--- src/design/kvmp_pkg.sv ---
package kvmp_pkg;

    localparam int KEY_COUNT              = 7;
    localparam int MAX_EVENTS             = 3;
    localparam int FIFO_DEPTH             = 4;
    localparam int PATH_CAPACITY_DEFAULT  = 64;
    localparam int MODE_CAPACITY_DEFAULT  = 32;
    localparam int KEY_TEXT_W             = 19;

    localparam logic [7:0] CH_NUL  = 8'h00;
    localparam logic [7:0] CH_LF   = 8'h0A;
    localparam logic [7:0] CH_CR   = 8'h0D;
    localparam logic [7:0] CH_HASH = 8'h23;

    localparam logic [KEY_COUNT-1:0] ALL_KEYS = '1;

    // key ids whose values use the short capacity
    localparam logic [2:0] KEY_MODE    = 3'd3;
    localparam logic [2:0] KEY_RESTART = 3'd6;

    typedef enum logic [3:0] {
        PH_START   = 4'b0001,
        PH_KEY     = 4'b0010,
        PH_VALUE   = 4'b0100,
        PH_COMMENT = 4'b1000
    } t_phase;

    typedef enum logic [1:0] {
        EV_VALUE    = 2'd0,
        EV_COMPLETE = 2'd1,
        EV_STATUS   = 2'd2
    } t_kind;

    typedef enum logic [1:0] {
        ST_OK      = 2'd0,
        ST_BAD     = 2'd1,
        ST_MISSING = 2'd2
    } t_status;

    typedef struct packed {
        t_kind       kind;
        logic [2:0]  key_id;
        logic [5:0]  position;
        logic [7:0]  value_byte;
        t_status     status;
    } t_event;

    typedef struct packed {
        logic [1:0]                   count;
        t_event [MAX_EVENTS-1:0]      ev;
    } t_push;

    typedef struct packed {
        logic                 done;
        logic [2:0]           done_id;
        logic [KEY_COUNT-1:0] keep;
    } t_key_match;

    function automatic logic [4:0] key_len(input logic [2:0] k);
        logic [4:0] len;
        begin
            unique case (k)
                3'd0:    len = 5'd8;
                3'd1:    len = 5'd16;
                3'd2:    len = 5'd19;
                3'd3:    len = 5'd5;
                3'd4:    len = 5'd14;
                3'd5:    len = 5'd13;
                3'd6:    len = 5'd14;
                default: len = 5'd0;
            endcase
            return len;
        end
    endfunction

    // Character of key k at offset off; zero past the end of the key.
    function automatic logic [7:0] key_char(input logic [2:0] k, input logic [4:0] off);
        logic [8*KEY_TEXT_W-1:0] text;
        logic [4:0]              len;
        int                      pos;
        begin
            len = key_len(k);
            unique case (k)
                3'd0:    text = (8*KEY_TEXT_W)'("service=");
                3'd1:    text = (8*KEY_TEXT_W)'({"service_", "manager="});
                3'd2:    text = (8*KEY_TEXT_W)'({"service_", "descriptor="});
                3'd3:    text = (8*KEY_TEXT_W)'("mode=");
                3'd4:    text = (8*KEY_TEXT_W)'({"child_", "service="});
                3'd5:    text = (8*KEY_TEXT_W)'({"child_", "parent="});
                3'd6:    text = (8*KEY_TEXT_W)'({"child_", "restart="});
                default: text = '0;
            endcase
            if (off < len) begin
                pos = 8 * (int'(len) - 1 - int'(off));
                return text[pos +: 8];
            end
            return 8'h00;
        end
    endfunction

endpackage

--- src/design/key_value_manifest_parser.sv ---
// Manifest parser: takes one manifest byte per transfer on the slave side
// (tlast on the final byte) and delivers value bytes, value completions and
// one final status per manifest on the master side. A byte is taken in the
// cycle it is offered whenever the four-entry result queue has room for
// three results, and its results are visible from the following cycle.
// While the master side is ready, one transfer leaves per cycle and, as
// most bytes give at most one result, one byte is taken per cycle; a byte
// that gives k results (at most three: a value byte, a completion and the
// status on the final byte) needs k output transfers. Comment lines and
// key bytes give no results. tuser carries the event kind (0 value byte,
// 1 completion, 2 status). After any bad line all later bytes of the same
// manifest are dropped until the final byte, which reports status 1.
module key_value_manifest_parser
    import kvmp_pkg::*;
#(
    parameter int PATH_CAPACITY = PATH_CAPACITY_DEFAULT,
    parameter int MODE_CAPACITY = MODE_CAPACITY_DEFAULT
)
(
    input  logic        i_clk,
    input  logic        i_rst_n,
    input  logic        i_s_axis_tvalid,
    output logic        o_s_axis_tready,
    input  logic [7:0]  i_s_axis_tdata,   // [7:0] data_byte
    input  logic        i_s_axis_tlast,   // last_byte
    output logic        o_m_axis_tvalid,
    input  logic        i_m_axis_tready,
    output logic [23:0] o_m_axis_tdata,   // [2:0] key_id, [8:3] position,
                                          // [16:9] value_byte, [18:17] status
    output logic [1:0]  o_m_axis_tuser    // [1:0] event_kind
);

    localparam int LVL_W = $clog2(FIFO_DEPTH + 1);

    logic             w_s_accept;
    t_push            w_push;
    t_event           w_head;
    logic             w_room;
    logic [LVL_W-1:0] w_level;

    assign w_s_accept = i_s_axis_tvalid && o_s_axis_tready;
    assign o_s_axis_tready = w_room;

    // Per-byte line state and event generation.
    kvmp_line_fsm #(
        .PATH_CAPACITY (PATH_CAPACITY),
        .MODE_CAPACITY (MODE_CAPACITY)
    ) u_line_fsm (
        .i_clk    (i_clk),
        .i_rst_n  (i_rst_n),
        .i_accept (w_s_accept),
        .i_byte   (i_s_axis_tdata),
        .i_last   (i_s_axis_tlast),
        .o_push   (w_push)
    );

    // Result queue: parts the two sides and absorbs bursts of three.
    kvmp_event_fifo u_event_fifo (
        .i_clk   (i_clk),
        .i_rst_n (i_rst_n),
        .i_push  (w_push),
        .i_pop   (i_m_axis_tready),
        .o_head  (w_head),
        .o_valid (o_m_axis_tvalid),
        .o_room  (w_room),
        .o_level (w_level)
    );

    assign o_m_axis_tuser = w_head.kind;
    assign o_m_axis_tdata = {5'd0, w_head.status, w_head.value_byte,
                             w_head.position, w_head.key_id};

    // queue never overfills
    a_level_bound: assert property (@(posedge i_clk) disable iff (!i_rst_n)
        w_level <= LVL_W'(FIFO_DEPTH))
        else $error("result queue over its depth");

    // every final byte yields at least the status transfer
    a_last_reports: assert property (@(posedge i_clk) disable iff (!i_rst_n)
        (w_s_accept && i_s_axis_tlast) |-> (w_push.count != 2'd0))
        else $error("final byte without status");

    // status only on the final byte
    a_status_on_last: assert property (@(posedge i_clk) disable iff (!i_rst_n)
        (w_s_accept && !i_s_axis_tlast) |->
            ((w_push.ev[0].kind != EV_STATUS) && (w_push.ev[1].kind != EV_STATUS) &&
             (w_push.ev[2].kind != EV_STATUS)))
        else $error("status before final byte");

    // a stalled output is never lost from the queue
    a_hold_level: assert property (@(posedge i_clk) disable iff (!i_rst_n)
        (o_m_axis_tvalid && !i_m_axis_tready) |=> (w_level != '0))
        else $error("stalled result dropped");

endmodule

--- src/design/kvmp_key_match.sv ---
module kvmp_key_match
    import kvmp_pkg::*;
(
    input  logic [7:0]           i_byte,
    input  logic [KEY_COUNT-1:0] i_cand,
    input  logic [4:0]           i_off,
    output t_key_match           o_match
);

    // Compare the byte against every surviving key; the highest finishing key wins.
    always_comb begin
        o_match = '0;
        for (int k = 0; k < KEY_COUNT; k++) begin
            if (i_cand[k] && (i_off < key_len(3'(k))) && (key_char(3'(k), i_off) == i_byte)) begin
                if ((i_off + 5'd1) == key_len(3'(k))) begin
                    o_match.done    = 1'b1;
                    o_match.done_id = 3'(k);
                end else begin
                    o_match.keep[k] = 1'b1;
                end
            end
        end
    end

endmodule

--- src/design/kvmp_line_fsm.sv ---
module kvmp_line_fsm
    import kvmp_pkg::*;
#(
    parameter int PATH_CAPACITY = PATH_CAPACITY_DEFAULT,
    parameter int MODE_CAPACITY = MODE_CAPACITY_DEFAULT
)
(
    input  logic       i_clk,
    input  logic       i_rst_n,
    input  logic       i_accept,
    input  logic [7:0] i_byte,
    input  logic       i_last,
    output t_push      o_push
);

    localparam int LW = $clog2((PATH_CAPACITY > MODE_CAPACITY) ? PATH_CAPACITY : MODE_CAPACITY);
    localparam logic [LW:0] PATH_LIM = (LW+1)'(PATH_CAPACITY);
    localparam logic [LW:0] MODE_LIM = (LW+1)'(MODE_CAPACITY);

    t_phase               r_phase, n_phase;
    logic [KEY_COUNT-1:0] r_cand, n_cand;
    logic [4:0]           r_off, n_off;
    logic [2:0]           r_key, n_key;
    logic [LW-1:0]        r_len, n_len;
    logic [KEY_COUNT-1:0] r_seen, n_seen;
    logic                 r_held, n_held;
    logic                 r_err, n_err;

    t_key_match           w_match;
    logic [KEY_COUNT-1:0] w_cand;
    logic [4:0]           w_off;
    t_event [MAX_EVENTS-1:0] w_ev;
    logic [1:0]           w_n;

    // A line that starts here matches from the first key character.
    assign w_cand = (r_phase == PH_START) ? ALL_KEYS : r_cand;
    assign w_off  = (r_phase == PH_START) ? 5'd0 : r_off;

    kvmp_key_match u_key_match (
        .i_byte  (i_byte),
        .i_cand  (w_cand),
        .i_off   (w_off),
        .o_match (w_match)
    );

    always_comb begin
        logic          end_req;
        logic [LW:0]   lim;
        n_phase = r_phase;
        n_cand  = r_cand;
        n_off   = r_off;
        n_key   = r_key;
        n_len   = r_len;
        n_seen  = r_seen;
        n_held  = r_held;
        n_err   = r_err;
        w_ev    = '0;
        w_n     = 2'd0;
        end_req = 1'b0;
        lim     = ((r_key == KEY_MODE) || (r_key == KEY_RESTART)) ? MODE_LIM : PATH_LIM;

        // line byte
        if (!r_err) begin
            if (r_held) begin
                n_held = 1'b0;
                if (i_byte == CH_LF) begin
                    end_req = 1'b1;
                end else begin
                    n_err = 1'b1;
                end
            end else if (i_byte == CH_LF) begin
                if ((r_phase == PH_START) || (r_phase == PH_COMMENT)) begin
                    n_phase = PH_START;
                    n_cand  = ALL_KEYS;
                    n_off   = 5'd0;
                end else begin
                    end_req = 1'b1;
                end
            end else begin
                unique case (r_phase)
                    PH_START, PH_KEY: begin
                        if (i_byte == CH_CR) begin
                            if (r_phase == PH_START) begin
                                n_held = 1'b1;
                            end else begin
                                n_err = 1'b1;
                            end
                        end else if ((r_phase == PH_START) && (i_byte == CH_HASH)) begin
                            n_phase = PH_COMMENT;
                        end else if (w_match.done) begin
                            n_phase = PH_VALUE;
                            n_key   = w_match.done_id;
                            n_len   = '0;
                        end else if (w_match.keep == '0) begin
                            n_err = 1'b1;
                        end else begin
                            n_phase = PH_KEY;
                            n_cand  = w_match.keep;
                            n_off   = w_off + 5'd1;
                        end
                    end
                    PH_VALUE: begin
                        if (i_byte == CH_CR) begin
                            n_held = 1'b1;
                        end else if ((i_byte == CH_NUL) || (({1'b0, r_len} + 1'b1) >= lim)) begin
                            n_err = 1'b1;
                        end else begin
                            w_ev[w_n] = '{kind: EV_VALUE, key_id: r_key, position: 6'(r_len),
                                          value_byte: i_byte, status: ST_OK};
                            w_n   = w_n + 2'd1;
                            n_len = r_len + 1'b1;
                        end
                    end
                    default: begin
                    end
                endcase
            end
        end

        if (end_req) begin
            if (n_phase == PH_KEY) begin
                n_err = 1'b1;
            end else if (n_phase == PH_VALUE) begin
                if (n_len == '0) begin
                    n_err = 1'b1;
                end else begin
                    w_ev[w_n] = '{kind: EV_COMPLETE, key_id: n_key, position: 6'(n_len),
                                  value_byte: 8'h00, status: ST_OK};
                    w_n           = w_n + 2'd1;
                    n_seen[n_key] = 1'b1;
                end
            end
            n_phase = PH_START;
            n_cand  = ALL_KEYS;
            n_off   = 5'd0;
            n_held  = 1'b0;
        end

        // end of manifest closes the open line, reports and starts afresh
        if (i_last) begin
            if (!n_err) begin
                if (n_phase == PH_KEY) begin
                    n_err = 1'b1;
                end else if (n_phase == PH_VALUE) begin
                    if (n_len == '0) begin
                        n_err = 1'b1;
                    end else begin
                        w_ev[w_n] = '{kind: EV_COMPLETE, key_id: n_key, position: 6'(n_len),
                                      value_byte: 8'h00, status: ST_OK};
                        w_n           = w_n + 2'd1;
                        n_seen[n_key] = 1'b1;
                    end
                end
            end
            w_ev[w_n] = '{kind: EV_STATUS, key_id: 3'd0, position: 6'd0, value_byte: 8'h00,
                          status: n_err ? ST_BAD :
                                  ((n_seen != ALL_KEYS) ? ST_MISSING : ST_OK)};
            w_n     = w_n + 2'd1;
            n_phase = PH_START;
            n_cand  = ALL_KEYS;
            n_off   = 5'd0;
            n_key   = 3'd0;
            n_len   = '0;
            n_seen  = '0;
            n_held  = 1'b0;
            n_err   = 1'b0;
        end
    end

    assign o_push.count = i_accept ? w_n : 2'd0;
    assign o_push.ev    = w_ev;

    always_ff @(posedge i_clk) begin
        if (!i_rst_n) begin
            r_phase <= PH_START;
            r_cand  <= ALL_KEYS;
            r_off   <= 5'd0;
            r_key   <= 3'd0;
            r_len   <= '0;
            r_seen  <= '0;
            r_held  <= 1'b0;
            r_err   <= 1'b0;
        end else if (i_accept) begin
            r_phase <= n_phase;
            r_cand  <= n_cand;
            r_off   <= n_off;
            r_key   <= n_key;
            r_len   <= n_len;
            r_seen  <= n_seen;
            r_held  <= n_held;
            r_err   <= n_err;
        end
    end

endmodule

--- src/design/kvmp_event_fifo.sv ---
module kvmp_event_fifo
    import kvmp_pkg::*;
(
    input  logic                                i_clk,
    input  logic                                i_rst_n,
    input  t_push                               i_push,
    input  logic                                i_pop,
    output t_event                              o_head,
    output logic                                o_valid,
    output logic                                o_room,
    output logic [$clog2(FIFO_DEPTH+1)-1:0]     o_level
);

    localparam int PTR_W = $clog2(FIFO_DEPTH);
    localparam int LVL_W = $clog2(FIFO_DEPTH + 1);

    t_event             r_mem [FIFO_DEPTH];
    logic [PTR_W-1:0]   r_wr, r_rd;
    logic [LVL_W-1:0]   r_count, n_count;
    logic               w_pop;

    assign w_pop   = i_pop && (r_count != '0);
    assign n_count = r_count + LVL_W'(i_push.count) - LVL_W'(w_pop);

    always_ff @(posedge i_clk) begin
        for (int i = 0; i < MAX_EVENTS; i++) begin
            if (i < int'(i_push.count)) begin
                r_mem[r_wr + PTR_W'(i)] <= i_push.ev[i];
            end
        end
    end

    always_ff @(posedge i_clk) begin
        if (!i_rst_n) begin
            r_wr    <= '0;
            r_rd    <= '0;
            r_count <= '0;
        end else begin
            r_wr    <= r_wr + PTR_W'(i_push.count);
            r_rd    <= r_rd + PTR_W'(w_pop);
            r_count <= n_count;
        end
    end

    assign o_head  = r_mem[r_rd];
    assign o_valid = (r_count != '0);
    // room for the largest burst one byte can cause
    assign o_room  = (r_count <= LVL_W'(FIFO_DEPTH - MAX_EVENTS));
    assign o_level = r_count;

endmodule
--- config.mk ---
export PLATFORM = sky130hd
export DESIGN_NAME = key_value_manifest_parser
export DESIGN_NICKNAME = d
export VERILOG_FILES = /design/src/design/kvmp_pkg.sv /design/src/design/key_value_manifest_parser.sv /design/src/design/kvmp_key_match.sv /design/src/design/kvmp_line_fsm.sv /design/src/design/kvmp_event_fifo.sv
export SDC_FILE = /design/constraint.sdc
export NUM_CORES = 1
export LEC_CHECK = 0
export BUFFER_PORTS_ARGS = -buffer_cell sky130_fd_sc_hd__buf_4
export CAP_MARGIN = 25
export CORE_MARGIN = 4
export CORE_UTILIZATION = 58
export DETAILED_ROUTE_END_ITERATION = 8
export GPL_TIMING_DRIVEN = 0
export PLACE_DENSITY = 0.8
export REMOVE_ABC_BUFFERS = 1
export SYNTH_ARGS = -nofsm -noshare
export SYNTH_HDL_FRONTEND = slang
export SYNTH_SLANG_ARGS = --single-unit
--- constraint.sdc ---
create_clock -name i_clk -period 9.15 [get_ports i_clk]
set_clock_uncertainty 0.2 [all_clocks]
set_input_delay 1.83 -clock i_clk [delete_from_list [all_inputs] [get_ports i_clk]]
set_output_delay 1.83 -clock i_clk [all_outputs]
set_load 0.01 [all_outputs]
==> impl_metrics.csv <==
group,metric,value,unit
logic_synthesis,ys_ff_latch,125,
status,violations,"design-rule violations",
timing,fin_tns_setup,0,ns
finish,utilization,0.653,
placement,post-place-ws,-0.368,ns
floorplan,start_util,0.589,
finish,nFillCells,1592,
global_routing,gr-usage-all-layers,0.338,
global_routing,grt_overflow,0,
drt,drt_iter0_drc,2035,
finish,layout_common_cells,"115 x nand2_1, 103 x nor2_1, 92 x a21oi_1",
finish,area_growth,10.8,%
finish,drive_gt1_frac,0.141,
logic_synthesis,synth_compound_area_frac,0.269,
placement,numPortBuffers,35,
setup_path,worstPathArrival,8.59,ns
timing,tightest_slew,1.15,ns
global_routing,grt_pass1_wl,59800,µm
finish,antenna_cells,0,
setup_path,r2r_cells,26,
clock_tree,cts_sinks,125,
timing,relSlewSlack,0.232,
drt,drt_first_pass_iters,9,
logic_synthesis,yosysWarnings,0,
setup_path,critPathMaxStageDelay,0.74,ns
floorplan,ios,41,
global_routing,grt_max_degree,51,
logic_synthesis,synthSimpleGateAreaFrac,0.249,
power,leakage,4.47,nW
placement,gp_congestion,0.980,
floorplan,fp-row-count,51,
finish,nets,1393,
setup_path,reg2reg_to,"u_event_fifo.r_mem[3][17]",
logic_synthesis,synth_top_family_by_area,"compound AO/OA/AOI/OAI gates",
power,vdd_drop_max,0.000107,V
finish,layout_commonest_cell,"nand2_1",
logic_synthesis,synth_area_per_cell,8.28,µm²
timing,rsz0062_at_grt,"no",
setup_path,crit_path_frequent_cell,"ha_1",
timing,worst_slack,0.486,ns
drt,finalWirelength,38200,µm
logic_synthesis,synth-edff-count,84,
logic_synthesis,synth_xor_xnor_area_share,0.0305,
clock_tree,ctsHoldBuffers,0,
drt,drc,5,
clock_tree,cts_made_buffers,17,
power,power_density,152,nW/µm²
clock_tree,cts_htree_levels,4,
timing,hold_viol_final,0,
status,status,"finished, violations left",
logic_synthesis,synth_ff_type,"edfxtp_1",
logic_synthesis,yosys.area_share.adder,0.0279,
clock_tree,clockRootBuffer,"clkbuf_16",
timing,setup_viol,0,
finish,seq_area,3350,µm²
setup_path,regToRegSetupSlack,0.49,ns
drt,antenna_left,0,
clock_tree,clk_latency,0.43,ns
hold_path,hp-class,"reg2reg",
logic_synthesis,syn_area,11500,µm²
logic_synthesis,synth_cell_types,105,
clock_tree,clockBufferDepth,2,
setup_path,reg2reg_from,"u_line_fsm.r_phase[3]",
placement,hpwlAfterDp,25600,µm
job,cap_violations,0,
logic_synthesis,synth_mux_area_frac,0.0729,
drt,via_count,11921,
setup_path,required,9.08,ns
hold_path,min_to,"u_line_fsm.r_seen[2]",
setup_path,critPathMaxFanout,39,
finish,final_cells,1633,
setup_path,critPathKind,"reg2reg",
floorplan,coreArea,19500,µm²
global_routing,grt_pass1_vias,10837,
drt,routedWlPerCell,23.4,µm
timing,fmax,0.115,GHz
timing,fin_crit_sh,0.947,
floorplan,dieArea,22100,µm²
floorplan,die_height,149,µm
hold_path,min_from,"u_line_fsm.r_seen[2]",
finish,multi_input_area,7610,µm²
timing,period_needed,8.66,ns
setup_path,cp_slowest_cell,"or4b_4",
setup_path,crit_path_start_kind,"flop",
timing,slew_violations,0,
logic_synthesis,synthCells,1386,
placement,placed_cells,1588,
clock_tree,cts_tree,"yes",
floorplan,die_w,149,µm
logic_synthesis,synth-seq-area-share,0.291,
drt,viasPerCell,7.30,
clock_tree,path_clk_slew,0.06,ns
setup_path,endpoint_kind,"flop",
global_routing,antenna_found_initial,0,
logic_synthesis,async_reset_ff_frac,0,
hold_path,holdPathStages,2,
[cell type report]
type / instances / area share
Sequential cell: 125 / 0.264
Clock inverter: 15 / 0.0149
Clock buffer: 17 / 0.0335
Timing Repair Buffer: 65 / 0.0520
Tap cell: 265 / 0.0261
Inverter: 37 / 0.0109
Multi-Input combinational cell: 1109 / 0.599
[stage by stage]
stage | power (mW) | instance area (µm²) | hold slack (ns)
CTS | 1.91 | 12500 | 0.276
floorplan | 0.985 | 11000 | 0.225
global placement | 1.15 | 11500 | 0.242
detailed placement | 1.19 | 11900 | 0.261
global route | 2.00 | 12700 | 0.305
finish | 1.93 | 12700 | 0.275
[worst max-delay path, delay by kind of cell, from the launching register on]
| kind | cells | cell delay (ns) |
|---|---|---|
| AO/OA/AOI/OAI | 9 | 2.32 |
| adder cells (fa/ha/maj) | 4 | 1.35 |
| flip-flops | 1 | 0.43 |
| AND/OR/NAND/NOR | 9 | 3.03 |
| buffers and inverters | 3 | 0.67 |
| multiplexers | 1 | 0.35 |
[cells in the mapped netlist, drive strengths merged, types with 19 or more instances]
cell / number / area, µm²
a211oi: 22 / 175
a21oi: 98 / 509
a22oi: 20 / 150
a31oi: 23 / 144
and2: 57 / 357
buf: 47 / 263
clkbuf: 72 / 272
dfxtp: 41 / 821
edfxtp: 84 / 2520
ha: 24 / 300
inv: 34 / 128
mux2i: 25 / 250
mux4: 21 / 473
nand2: 115 / 432
nand2b: 30 / 188
nand3: 44 / 225
nor2: 105 / 397
nor2b: 19 / 119
nor3: 48 / 245
nor4: 25 / 171
o21ai: 73 / 365
o22ai: 30 / 201
xnor2: 22 / 193
[per-layer routing]
| metal | routed length, µm | part of all wire | vias to the layer above | global-route usage |
|---|---|---|---|---|
| met2 | 17200 | 0.45 | 992 | 0.535 |
| li1 | - | - | 5219 | - |
| met4 | 1660 | 0.044 | 0 | 0.116 |
| met5 | 0 | 0 | - | 0 |
| met3 | 4990 | 0.13 | 215 | 0.0759 |
| met1 | 14300 | 0.38 | 5495 | 0.460 |
[timing repair]
action	CTS	global route
setup buffers	2	8
pin swaps	1	3
setup endpoints to repair	161	168
gates resized for setup	11	11
[power breakdown]
group	total, mW	internal (mW)	leakage [nW]	switching (mW)
clock	0.712	0.433	0.294	0.279
combinational	0.532	0.237	3.01	0.296
sequential	0.681	0.633	1.17	0.0484
[worst max path at each step]
stage | startpoint | to | slack, ns
finish | u_line_fsm.r_phase[3] | u_event_fifo.r_mem[3][17] | 0.49
CTS | u_line_fsm.r_phase[3] | u_event_fifo.r_mem[3][12] | 0.02
global route | u_line_fsm.r_phase[3] | u_event_fifo.r_mem[3][3] | 0.12
detailed placement | u_line_fsm.r_phase[3] | u_event_fifo.r_mem[2][8] | -0.37
floorplan | u_line_fsm.r_phase[3] | u_event_fifo.r_mem[2][0] | 0.18
global placement | u_line_fsm.r_phase[3] | u_event_fifo.r_mem[0][7] | -3.17
[state kept, by name, summed over array words and instances (netlist names)]
signal / cells
u_event_fifo.o_level: 3
u_event_fifo.r_mem: 84
u_event_fifo.r_rd: 2
u_event_fifo.r_wr: 2
u_line_fsm.r_cand: 7
u_line_fsm.r_err: 1
u_line_fsm.r_held: 1
u_line_fsm.r_key: 3
u_line_fsm.r_len: 6
u_line_fsm.r_off: 5
u_line_fsm.r_phase: 4
u_line_fsm.r_seen: 7
[kinds of logic after synthesis]
kind of cell               count (synthesis)
and+or+nand+nor                          543
AOI/OAI and AO/OA                        440
buffers and inverters                    156
DFF                                      125
muxes                                     56
xor gates and xnor gates                  40
adders and majority gates                 25
other                                      1
No activity file was read; power rests on OpenSTA's default activity.
